$ cat src/ifse_pkg.sv
`timescale 1ns / 1ps
// ----------------------------------------------------------------------------
// ifse_pkg: shared types and constants of the information frame encoder
// Holds the frame job word, the register block type, sequencer step codes
// and the escape test used by the output sequencer.
// ----------------------------------------------------------------------------
package ifse_pkg;

    // Register indexes of the configuration port
    localparam logic [1:0] CFG_FLAG    = 2'd0;
    localparam logic [1:0] CFG_ESCAPE  = 2'd1;
    localparam logic [1:0] CFG_MASK    = 2'd2;
    localparam logic [1:0] CFG_ADDRESS = 2'd3;

    // Register reset values
    localparam logic [7:0] FLAG_RST    = 8'h7E;
    localparam logic [7:0] ESCAPE_RST  = 8'h7D;
    localparam logic [7:0] MASK_RST    = 8'h20;
    localparam logic [7:0] ADDRESS_RST = 8'h03;

    // Control byte by sequence bit
    localparam logic [7:0] CTRL_SEQ0 = 8'h00;
    localparam logic [7:0] CTRL_SEQ1 = 8'h40;

    // Output sequencer steps
    localparam logic [3:0] STEP_START  = 4'd0;
    localparam logic [3:0] STEP_FLAG   = 4'd1;
    localparam logic [3:0] STEP_ADDR   = 4'd2;
    localparam logic [3:0] STEP_CTRL   = 4'd3;
    localparam logic [3:0] STEP_BCC1   = 4'd4;
    localparam logic [3:0] STEP_DATA   = 4'd5;
    localparam logic [3:0] STEP_DATA_X = 4'd6;
    localparam logic [3:0] STEP_BCC2   = 4'd7;
    localparam logic [3:0] STEP_BCC2_X = 4'd8;
    localparam logic [3:0] STEP_CLOSE  = 4'd9;

    // Register block as seen by the sequencer
    typedef struct packed {
        logic [7:0] flag_value;
        logic [7:0] escape_value;
        logic [7:0] stuff_mask;
        logic [7:0] address_value;
    } ifse_cfg_t;

    // One classified payload word with its block check
    typedef struct packed {
        logic [7:0] payload_byte;
        logic       first_byte;
        logic       last_byte;
        logic       seq_bit;
        logic [7:0] bcc2;
    } ifse_job_t;

    // Queue status seen by front and back
    typedef struct packed {
        logic full;
        logic empty;
    } ifse_qstat_t;

    // True when a byte must go out as an escape pair
    function automatic logic needs_escape(logic [7:0] b, ifse_cfg_t c);
        needs_escape = (b == c.flag_value) || (b == c.escape_value);
    endfunction

endpackage

$ cat src/ifse_front.sv
`timescale 1ns / 1ps
// ----------------------------------------------------------------------------
// ifse_front: input stage of the information frame encoder
// Accepts payload words, keeps the running XOR parity of the frame and
// pushes each word with its block check into the job queue.
// ----------------------------------------------------------------------------
module ifse_front
(
    input  logic                 clk,
    input  logic                 rst_n,
    input  logic                 in_valid,
    output logic                 in_ready,
    input  logic [7:0]           payload_byte,
    input  logic                 first_byte,
    input  logic                 last_byte,
    input  logic                 seq_bit,
    input  ifse_pkg::ifse_qstat_t qstat,
    output logic                 push,
    output ifse_pkg::ifse_job_t  job
);

    logic [7:0] parity_reg;
    logic [7:0] parity_next;
    logic [7:0] parity_word;

    // Take a word whenever the queue has room
    assign in_ready = !qstat.full;
    assign push     = in_valid && in_ready;

    // Restart parity on a first word, else fold the word in
    assign parity_word = first_byte ? payload_byte : (parity_reg ^ payload_byte);

    always_comb
    begin
        parity_next = parity_reg;
        if (push)
        begin
            parity_next = last_byte ? 8'h00 : parity_word;
        end
    end

    // Build the queued job
    always_comb
    begin
        job.payload_byte = payload_byte;
        job.first_byte   = first_byte;
        job.last_byte    = last_byte;
        job.seq_bit      = seq_bit;
        job.bcc2         = parity_word;
    end

    always_ff @(posedge clk or negedge rst_n)
    begin
        if (!rst_n)
        begin
            parity_reg <= 8'h00;
        end
        else
        begin
            parity_reg <= parity_next;
        end
    end

endmodule

$ cat src/ifse_queue.sv
`timescale 1ns / 1ps
// ----------------------------------------------------------------------------
// ifse_queue: two-entry job queue
// Decouples word intake from the byte sequencer so each side stalls alone.
// ----------------------------------------------------------------------------
module ifse_queue
(
    input  logic                  clk,
    input  logic                  rst_n,
    input  logic                  push,
    input  ifse_pkg::ifse_job_t   push_job,
    input  logic                  pop,
    output ifse_pkg::ifse_job_t   head,
    output ifse_pkg::ifse_qstat_t qstat
);

    ifse_pkg::ifse_job_t entry_reg [2];
    logic       wr_ptr_reg;
    logic       wr_ptr_next;
    logic       rd_ptr_reg;
    logic       rd_ptr_next;
    logic [1:0] count_reg;
    logic [1:0] count_next;

    assign head        = entry_reg[rd_ptr_reg];
    assign qstat.full  = (count_reg == 2'd2);
    assign qstat.empty = (count_reg == 2'd0);

    // Advance pointers and occupancy
    always_comb
    begin
        wr_ptr_next = push ? !wr_ptr_reg : wr_ptr_reg;
        rd_ptr_next = pop  ? !rd_ptr_reg : rd_ptr_reg;
        count_next  = count_reg;
        if (push && !pop)
        begin
            count_next = count_reg + 2'd1;
        end
        else if (pop && !push)
        begin
            count_next = count_reg - 2'd1;
        end
    end

    always_ff @(posedge clk or negedge rst_n)
    begin
        if (!rst_n)
        begin
            wr_ptr_reg <= 1'b0;
            rd_ptr_reg <= 1'b0;
            count_reg  <= 2'd0;
        end
        else
        begin
            wr_ptr_reg <= wr_ptr_next;
            rd_ptr_reg <= rd_ptr_next;
            count_reg  <= count_next;
        end
    end

    // Store the pushed job
    always_ff @(posedge clk)
    begin
        if (push)
        begin
            entry_reg[wr_ptr_reg] <= push_job;
        end
    end

endmodule

$ cat src/ifse_back.sv
`timescale 1ns / 1ps
// ----------------------------------------------------------------------------
// ifse_back: output byte sequencer
// Walks header (first word), stuffed payload and BCC2, closing flag (last
// word) of the head job to the output register, one byte per unstalled cycle.
// ----------------------------------------------------------------------------
module ifse_back
(
    input  logic                  clk,
    input  logic                  rst_n,
    input  ifse_pkg::ifse_cfg_t   cfg,
    input  ifse_pkg::ifse_job_t   head,
    input  ifse_pkg::ifse_qstat_t qstat,
    output logic                  pop,
    output logic                  out_valid,
    input  logic                  out_ready,
    output logic [7:0]            out_byte,
    output logic                  end_of_frame
);

    logic [3:0] step_reg;
    logic [3:0] step_next;
    logic       out_valid_reg;
    logic       out_valid_next;
    logic [7:0] out_byte_reg;
    logic       eof_reg;

    logic [3:0] cur_step;
    logic [3:0] step_after;
    logic       done;
    logic       emit;
    logic [7:0] byte_val;
    logic       eof_val;
    logic [7:0] ctrl;
    logic       data_esc;
    logic       bcc_esc;

    assign ctrl     = head.seq_bit ? ifse_pkg::CTRL_SEQ1 : ifse_pkg::CTRL_SEQ0;
    assign data_esc = ifse_pkg::needs_escape(head.payload_byte, cfg);
    assign bcc_esc  = ifse_pkg::needs_escape(head.bcc2, cfg);

    // Pick the entry step of a fresh job
    always_comb
    begin
        if (step_reg == ifse_pkg::STEP_START)
        begin
            cur_step = head.first_byte ? ifse_pkg::STEP_FLAG : ifse_pkg::STEP_DATA;
        end
        else
        begin
            cur_step = step_reg;
        end
    end

    // Produce the byte of the current step and the step after it
    always_comb
    begin
        byte_val   = 8'h00;
        eof_val    = 1'b0;
        step_after = ifse_pkg::STEP_START;
        done       = 1'b0;
        case (cur_step)
            ifse_pkg::STEP_FLAG:
            begin
                byte_val   = cfg.flag_value;
                step_after = ifse_pkg::STEP_ADDR;
            end
            ifse_pkg::STEP_ADDR:
            begin
                byte_val   = cfg.address_value;
                step_after = ifse_pkg::STEP_CTRL;
            end
            ifse_pkg::STEP_CTRL:
            begin
                byte_val   = ctrl;
                step_after = ifse_pkg::STEP_BCC1;
            end
            ifse_pkg::STEP_BCC1:
            begin
                byte_val   = cfg.address_value ^ ctrl;
                step_after = ifse_pkg::STEP_DATA;
            end
            ifse_pkg::STEP_DATA:
            begin
                if (data_esc)
                begin
                    byte_val   = cfg.escape_value;
                    step_after = ifse_pkg::STEP_DATA_X;
                end
                else
                begin
                    byte_val   = head.payload_byte;
                    step_after = ifse_pkg::STEP_BCC2;
                    done       = !head.last_byte;
                end
            end
            ifse_pkg::STEP_DATA_X:
            begin
                byte_val   = head.payload_byte ^ cfg.stuff_mask;
                step_after = ifse_pkg::STEP_BCC2;
                done       = !head.last_byte;
            end
            ifse_pkg::STEP_BCC2:
            begin
                if (bcc_esc)
                begin
                    byte_val   = cfg.escape_value;
                    step_after = ifse_pkg::STEP_BCC2_X;
                end
                else
                begin
                    byte_val   = head.bcc2;
                    step_after = ifse_pkg::STEP_CLOSE;
                end
            end
            ifse_pkg::STEP_BCC2_X:
            begin
                byte_val   = head.bcc2 ^ cfg.stuff_mask;
                step_after = ifse_pkg::STEP_CLOSE;
            end
            ifse_pkg::STEP_CLOSE:
            begin
                byte_val = cfg.flag_value;
                eof_val  = 1'b1;
                done     = 1'b1;
            end
            default:
            begin
                done = 1'b1;
            end
        endcase
    end

    // Emit when a job waits and the output register frees up
    assign emit = !qstat.empty && (!out_valid_reg || out_ready);
    assign pop  = emit && done;

    always_comb
    begin
        step_next      = step_reg;
        out_valid_next = out_valid_reg;
        if (emit)
        begin
            step_next      = done ? ifse_pkg::STEP_START : step_after;
            out_valid_next = 1'b1;
        end
        else if (out_ready)
        begin
            out_valid_next = 1'b0;
        end
    end

    always_ff @(posedge clk or negedge rst_n)
    begin
        if (!rst_n)
        begin
            step_reg      <= ifse_pkg::STEP_START;
            out_valid_reg <= 1'b0;
        end
        else
        begin
            step_reg      <= step_next;
            out_valid_reg <= out_valid_next;
        end
    end

    // Load the output word
    always_ff @(posedge clk)
    begin
        if (emit)
        begin
            out_byte_reg <= byte_val;
            eof_reg      <= eof_val;
        end
    end

    assign out_valid    = out_valid_reg;
    assign out_byte     = out_byte_reg;
    assign end_of_frame = eof_reg;

endmodule

$ cat src/info_frame_stuffing_encoder_top.sv
`timescale 1ns / 1ps
// ----------------------------------------------------------------------------
// info_frame_stuffing_encoder_top: information frame framer with stuffing
// Wraps payload words into flag-delimited frames with header, byte stuffing
// and XOR block checks.
// ----------------------------------------------------------------------------
// Usage:
//   Input channel (in_valid/in_ready) takes one payload word per handshake,
//   tagged first_byte, last_byte and seq_bit. Output channel
//   (out_valid/out_ready) delivers the framed bytes of each word; end_of_frame
//   marks the closing flag.
//   A first word adds four header bytes (flag, address, control, BCC1);
//   a last word adds BCC2 (one or two bytes) and the closing flag.
//   Throughput is one output byte per cycle while jobs wait and the receiver
//   does not stall, set by the byte sequencer: a plain mid-frame word gives
//   one byte, an escaped word two, plus four for a header and two to three
//   for a trailer.
//   A word accepted while the output side is idle is first written into
//   the job queue, then its first byte is loaded into the output register
//   and out_valid rises.
//   A two-entry job queue lets intake take up to two words while the
//   receiver stalls; a stalled output word is held unchanged until taken.
//   Reset clears the parity, queue and sequencer and loads the default
//   register values. Write registers only while the block is idle.
// ----------------------------------------------------------------------------
module info_frame_stuffing_encoder_top
(
    input  logic       clk,
    input  logic       rst_n,
    input  logic       cfg_we,
    input  logic [1:0] cfg_index,
    input  logic [7:0] cfg_data,
    input  logic       in_valid,
    output logic       in_ready,
    input  logic [7:0] payload_byte,
    input  logic       first_byte,
    input  logic       last_byte,
    input  logic       seq_bit,
    output logic       out_valid,
    input  logic       out_ready,
    output logic [7:0] out_byte,
    output logic       end_of_frame
);

    ifse_pkg::ifse_cfg_t   cfg_reg;
    ifse_pkg::ifse_cfg_t   cfg_next;
    ifse_pkg::ifse_job_t   push_job;
    ifse_pkg::ifse_job_t   head;
    ifse_pkg::ifse_qstat_t qstat;
    logic                  push;
    logic                  pop;

    // Decode register writes
    always_comb
    begin
        cfg_next = cfg_reg;
        if (cfg_we)
        begin
            case (cfg_index)
                ifse_pkg::CFG_FLAG:    cfg_next.flag_value    = cfg_data;
                ifse_pkg::CFG_ESCAPE:  cfg_next.escape_value  = cfg_data;
                ifse_pkg::CFG_MASK:    cfg_next.stuff_mask    = cfg_data;
                ifse_pkg::CFG_ADDRESS: cfg_next.address_value = cfg_data;
                default:               cfg_next = cfg_reg;
            endcase
        end
    end

    always_ff @(posedge clk or negedge rst_n)
    begin
        if (!rst_n)
        begin
            cfg_reg.flag_value    <= ifse_pkg::FLAG_RST;
            cfg_reg.escape_value  <= ifse_pkg::ESCAPE_RST;
            cfg_reg.stuff_mask    <= ifse_pkg::MASK_RST;
            cfg_reg.address_value <= ifse_pkg::ADDRESS_RST;
        end
        else
        begin
            cfg_reg <= cfg_next;
        end
    end

    ifse_front u_front
    (
        .clk          (clk),
        .rst_n        (rst_n),
        .in_valid     (in_valid),
        .in_ready     (in_ready),
        .payload_byte (payload_byte),
        .first_byte   (first_byte),
        .last_byte    (last_byte),
        .seq_bit      (seq_bit),
        .qstat        (qstat),
        .push         (push),
        .job          (push_job)
    );

    ifse_queue u_queue
    (
        .clk      (clk),
        .rst_n    (rst_n),
        .push     (push),
        .push_job (push_job),
        .pop      (pop),
        .head     (head),
        .qstat    (qstat)
    );

    ifse_back u_back
    (
        .clk          (clk),
        .rst_n        (rst_n),
        .cfg          (cfg_reg),
        .head         (head),
        .qstat        (qstat),
        .pop          (pop),
        .out_valid    (out_valid),
        .out_ready    (out_ready),
        .out_byte     (out_byte),
        .end_of_frame (end_of_frame)
    );

endmodule

$ cat config.mk
export PLATFORM = sky130hd
export DESIGN_NAME = info_frame_stuffing_encoder_top
export DESIGN_NICKNAME = d
export VERILOG_FILES = /design/src/ifse_pkg.sv /design/src/ifse_front.sv /design/src/ifse_queue.sv /design/src/ifse_back.sv /design/src/info_frame_stuffing_encoder_top.sv
export SDC_FILE = /design/constraint.sdc
export NUM_CORES = 1
export LEC_CHECK = 0
export BUFFER_PORTS_ARGS = -buffer_cell sky130_fd_sc_hd__buf_2
export CAP_MARGIN = 10
export CORE_ASPECT_RATIO = 0.8
export CORE_UTILIZATION = 55
export CTS_CLUSTER_DIAMETER = 60
export CTS_CLUSTER_SIZE = 10
export DETAILED_ROUTE_END_ITERATION = 6
export HOLD_SLACK_MARGIN = 0.05
export PLACE_DENSITY = 0.77
export SETUP_SLACK_MARGIN = 0.3
export SLEW_MARGIN = 5
export SYNTH_ARGS = -nofsm -noshare
export SYNTH_HDL_FRONTEND = slang
export SYNTH_HIERARCHICAL = 1
export SYNTH_SLANG_ARGS = --single-unit
$ cat constraint.sdc
create_clock -name clk -period 2.46 [get_ports clk]
set_input_delay 0.369 -clock clk [delete_from_list [all_inputs] [get_ports clk]]
set_output_delay 0.369 -clock clk [all_outputs]
set_load 0.005 [all_outputs]
Word level (Yosys, flattened, before mapping)
Memory sizes are Yosys's and may differ from the RTL's.
Cells that the tools add are included.
{ "classes": {"addsub": 2, "eq_ne": 17, "mux": 21, "bitwise": 4, "reduce_logical": 27} }
{ "ops": {"columns": ["op", "n"], "rows": [
  ["$pmux W8 S8", 1],
  ["$eq A8 B8 Y1", 4],
  ["$mux W8", 4],
  ["$pmux W4 S8", 1],
  ["$xor A8 B8 Y8", 4],
  ["$eq A4 B3 Y1 const B", 4],
  ["$eq A4 B2 Y1 const B", 2],
  ["$eq A4 B4 Y1 const B", 2],
  ["$logic_not A1 Y1", 8],
  ["$mux W1", 8],
  ["$mux W4", 2],
  ["$reduce_and A2 Y1", 4],
  ["$mux W7", 1],
  ["$eq A2 B2 Y1 const B", 3],
  ["$reduce_or A6 Y1", 1],
  ["$logic_and A1 B1 Y1", 5],
  ["$eq A4 B1 Y1 const B", 1],
  ["$logic_not A2 Y1", 2],
  ["$logic_not A4 Y1", 1],
  ["$mux W2", 2],
  ["$reduce_bool A2 Y1", 2],
  ["$logic_or A1 B1 Y1", 3],
  ["$mux W3", 1],
  ["$pmux W1 S3", 1],
  ["other kinds (4)", 4]
]} }
{ "word_totals": {"regBits": 58, "ram_bits": 38, "in_bits": 26, "out_inout_bits": 11, "elab_cells": 84, "n_memories": 1} }
{ "memory_table": {"columns": ["name", "words", "word_bits", "rd", "rd_clocked_by_memory_dff", "write_ports", "line", "rtl"], "rows": [
  ["u_queue.entry_reg", 2, 19, 1, 0, 1, "ifse_queue.sv:17", "ifse_pkg::ifse_job_t entry_reg [2];"]
]} }

Longest topological paths before layout
An unclocked memory read counts as a cell.
{ "logic_depth": {"word_depth": 10, "ltp_mapped": 13, "mapped_depth_nobuf": 11} }

Hierarchy
The synthesis kept the hierarchy.
{ "modules_own_cells": {"columns": ["mod", "instances", "cells_per_inst", "area_per_inst_um2", "seq_area_each_um2"], "rows": [
  ["ifse_queue", 1, 75, 1637.8, 1241.2],
  ["ifse_back", 1, 175, 1616.6, 395.4],
  ["info_frame_stuffing_encoder_top", 1, 68, 1231.2, 819.5],
  ["ifse_front", 1, 79, 744.5, 200.2]
]} }

Worst setup path after synthesis
Ideal clock, no wire load.
{ "synth_timing": {"path_type": "flip-flop to flip-flop", "from": "reg u_queue.rd_ptr_reg", "to": "reg u_queue.count_reg[1]", "setup_ps": 79, "arrival_ps": 2350, "required_ps": 2381, "path_slack_ps": 31, "path_stages_with_launch": 13, "n_path_buf": 2, "period_less_slack_ps": 2429, "path_cell_list": "dfrtp_1 buf_6 mux2_4 xnor2_1 nand4_1 o22ai_1 buf_2 nor3_2 o21a_1 inv_1 ha_1 nor2_1 xor2_1"} }
{ "synth_lines": {"columns": ["element", "line", "rtl"], "rows": [
  ["start, declared", "ifse_queue.sv:20", "logic rd_ptr_reg;"],
  ["start signal, assigned", "ifse_queue.sv:56", "rd_ptr_reg <= rd_ptr_next;"],
  ["end signal, assigned", "ifse_queue.sv:57", "count_reg <= count_next;"],
  ["end, declared", "ifse_queue.sv:22", "logic [1:0] count_reg;"]
]} }

==> results.py <==
metrics = {
    "outcome": {
        "status": "finished, violations left",
        "violations": "design-rule violations, negative setup slack",
    },
    "critical_path": {
        "worst_setup_path_start_kind": "register",
        "worstPathMaxFanout": 12,
        "cp-end-kind": "register",
        "worst_ep_arrival_time_ps": 2720,
        "worstSetupPathType": "register to register",
        "cp.required_ps": 2690,
    },
    "synth": {
        "synth_area_leaders": "edfxtp_1, dfrtp_1, xnor2_1",
        "synthAdderAreaFrac_pct": 0.239,
        "synth_flop_cell": "edfxtp_1",
        "synthCells": 397,
        "ys_ff_latch": 96,
        "synth.distinct_cells": 54,
        "synthTopCellsByCount": "xnor2_1, edfxtp_1, dfrtp_1",
        "synthMostInstantiatedCell": "xnor2_1",
        "ys_seq_area_share_pct": 50.8,
        "synth_xor_area_share_pct": 10.5,
        "postSynthAreaPerCell_um2": 13.2,
        "async_flop_share_pct": 51.0,
        "yosysTopAreaCell": "edfxtp_1",
        "synth_top_area_share_pct": 27.0,
        "synth_top_family_by_area": "multiplexers",
        "synth.area.mux_share_pct": 16.9,
        "synth-simple-area-share_pct": 9.31,
        "synth_edf_count": 47,
        "synth_warnings": 6,
        "synth_compound_area_share_pct": 7.61,
        "synth_area_um2": 5230,
        "mappedNetlistNets": 424,
    },
    "clock_network": {
        "cts_max_level": 3,
        "cts.clk_slew.worst_paths_ps": 70,
        "cts_root_buffer": "clkbuf_16",
        "cts_tree": "yes",
        "clock_sinks": 96,
        "insertion_delay_ps": 350,
        "ctsHoldBuffers": 0,
        "numCtsBuffers": 9,
        "clockBufferDepth": 2,
    },
    "floorplan": {
        "dieHeight_um": 89.2,
        "io_pins": 37,
        "fp.dieW_um": 111,
        "core_region_area_um2": 9150,
        "die_area_um2": 9910,
        "initial_utilization_pct": 57.1,
        "fp-row-count": 31,
    },
    "detailed_routing": {
        "vias": 3336,
        "drtPass1Iterations": 7,
        "vias_per_cell": 5.97,
        "antenna_left": 0,
        "routed_wl_um": 10700,
        "wl_per_cell_um": 19.1,
        "drc": 8,
        "drtIter0Drc": 289,
    },
    "cells_and_area": {
        "fin_util_pct": 65.3,
        "finalInstanceArea_um2": 5980,
        "syn2layout_area_growth_pct": 14.4,
        "drive_gt1_share_pct": 40.1,
        "largest_register_ffs": 38,
        "fin_nets": 466,
        "num_antenna_cells": 0,
    },
    "sta": {
        "setup_viol": 1,
        "drv_slew": 0,
        "layout_setup_ws_ps": -22.4,
        "tightest_slew_ps": 1040,
        "slew_headroom_pct": 30.3,
        "rsz0062_at_grt": "yes",
        "final-hold-violation-count": 0,
        "fin_crit_ps": 2480,
        "setup_tns_ps": -22.4,
        "skew_ps": 7.36,
        "finalCritPeriodShare_pct": 101,
        "fmax_mhz": 403,
        "holdWs_ps": 121,
    },
    "global_route": {
        "grt_max_degree": 50,
        "grt_usage_pct": 23.4,
        "antenna_found_initial": 0,
        "first_global_vias": 3347,
        "grt_remaining_overflow": 0,
        "grt_pass1_wl_um": 17200,
    },
    "pwr": {
        "vdd_drop_max_mv": 0.567,
        "switching_share_pct": 35.3,
        "clkPwrFrac_pct": 19.0,
        "p_leak_nw": 2.26,
        "pwr-share-seq_pct": 37.0,
        "switching_power_mw": 2.53,
        "power_mw": 7.18,
        "power_density_nw_per_um2": 1200,
        "internal-power_mw": 4.65,
        "combPwrFrac_pct": 44.0,
    },
    "placed_design": {
        "placed_area_um2": 5520,
        "io_buffer_count": 36,
        "dp.final_hpwl_um": 7510,
        "place_congestion": 0.851,
    },
    "flow_run": {
        "max_cap_viol_count": 0,
    },
    "min_path": {
        "hold_class": "primary input to asynchronous set/reset pin",
    },
}
## logic make-up (layout without fill, tap and decap cells)
kind of cell,after synthesis,count (layout)
AOI/OAI and AO/OA,56,56
muxes,75,75
DFF,96,96
xor gates and xnor gates,61,61
buffers and inverters,34,81
and+or+nand+nor,74,74
adders and majority gates,1,1
## power groups by stage
stage / Sequential (mW) / Combinational (mW) / Clock (mW)
3_5_place_dp: 2.66 / 2.87 / 0
4_1_cts: 2.65 / 2.98 / 1.39
3_3_place_gp: 2.65 / 2.80 / 0
5_1_grt: 2.71 / 3.43 / 1.45
2_1_floorplan: 2.55 / 2.26 / 0
6_report: 2.65 / 3.16 / 1.37
## layer usage
metal | routed length (um) | track usage [%]
met5 | 0 | 0
met4 | 248 | 10.2
met3 | 596 | 5.90
met1 | 4770 | 30.8
met2 | 5070 | 37.7
## cell usage in the layout (no fill, tap or decap), types with 3 or more instances in the layout
cell / synthesis / final
nor3_1: 4 / 3
nand2_1: 20 / 20
mux2i_1: 24 / 24
clkbuf_16: 0 / 9
xnor2_1: 55 / 45
o221ai_1: 8 / 6
dfrtp_1: 34 / 34
edfxtp_1: 47 / 47
mux2_4: 19 / 19
inv_1: 5 / 4
a21oi_1: 10 / 10
and4bb_2: 6 / 6
xnor2_2: 2 / 12
mux2_2: 32 / 32
xor2_1: 4 / 3
nand4_1: 9 / 9
a222oi_1: 7 / 7
buf_6: 6 / 3
o21ai_0: 12 / 12
o21ai_1: 3 / 3
dfstp_2: 15 / 15
buf_4: 12 / 19
buf_2: 4 / 36
nand2b_1: 13 / 13
## worst paths after layout
kind	startpoint	to	slack (ps)	cells past startpoint
worst max-delay path	u_queue/rd_ptr_reg$_DFFE_PN0P_	u_queue/count_reg[1]$_DFFE_PN0P_	-20	13
worst min-delay path	rst_n	u_front/parity_reg[6]$_DFFE_PN0P_	120	2
worst max register to register	u_queue/rd_ptr_reg$_DFFE_PN0P_	u_queue/count_reg[1]$_DFFE_PN0P_	-20	13
worst min register to register	u_queue/count_reg[1]$_DFFE_PN0P_	u_queue/count_reg[1]$_DFFE_PN0P_	490	1
max in group asynchronous	rst_n	cfg_reg[24]$_DFFE_PN0P_	1890	2
min in group clk	seq_bit	u_queue/entry_reg[0][8]$_DFFE_PP_	230	1
## per-stage QoR
stage,setup WS [ps],cells
6_report,-22.4,559
5_1_grt,-163,559
4_1_cts,-8.11,559
3_5_place_dp,-55.7,539
3_3_place_gp,-25.8,539
2_1_floorplan,111,397
## worst max-delay path, stage by stage, from the launching register on
cell and delay (ps):
dfrtp_1 420, buf_12 170, mux2_4 340, xnor2_2 140, nand4_1 140, o22ai_2 250
buf_6 140, nor3_4 30, o21a_1 200, inv_2 70, ha_4 120, xor2_1 140
nor2_1 70, xor2_1 150
## area by class of cell
class                   count  area (um2)
flip-flops and latches     96        2660
clock inverters             5        56.3
clock buffers              11         233
well taps                 115         144
repair buffers             59         377
inverters                   6        25.0
multi-input cells         267        2490
fillers                   678        3170
## what timing repair did
item / in CTS / in global routing
setup buffers: 4 / 0
pin swaps: 5 / 2
endpoints found under the setup margin: 11 / 14
gates resized for setup: 9 / 13
(Power assumes the default switching activity.)
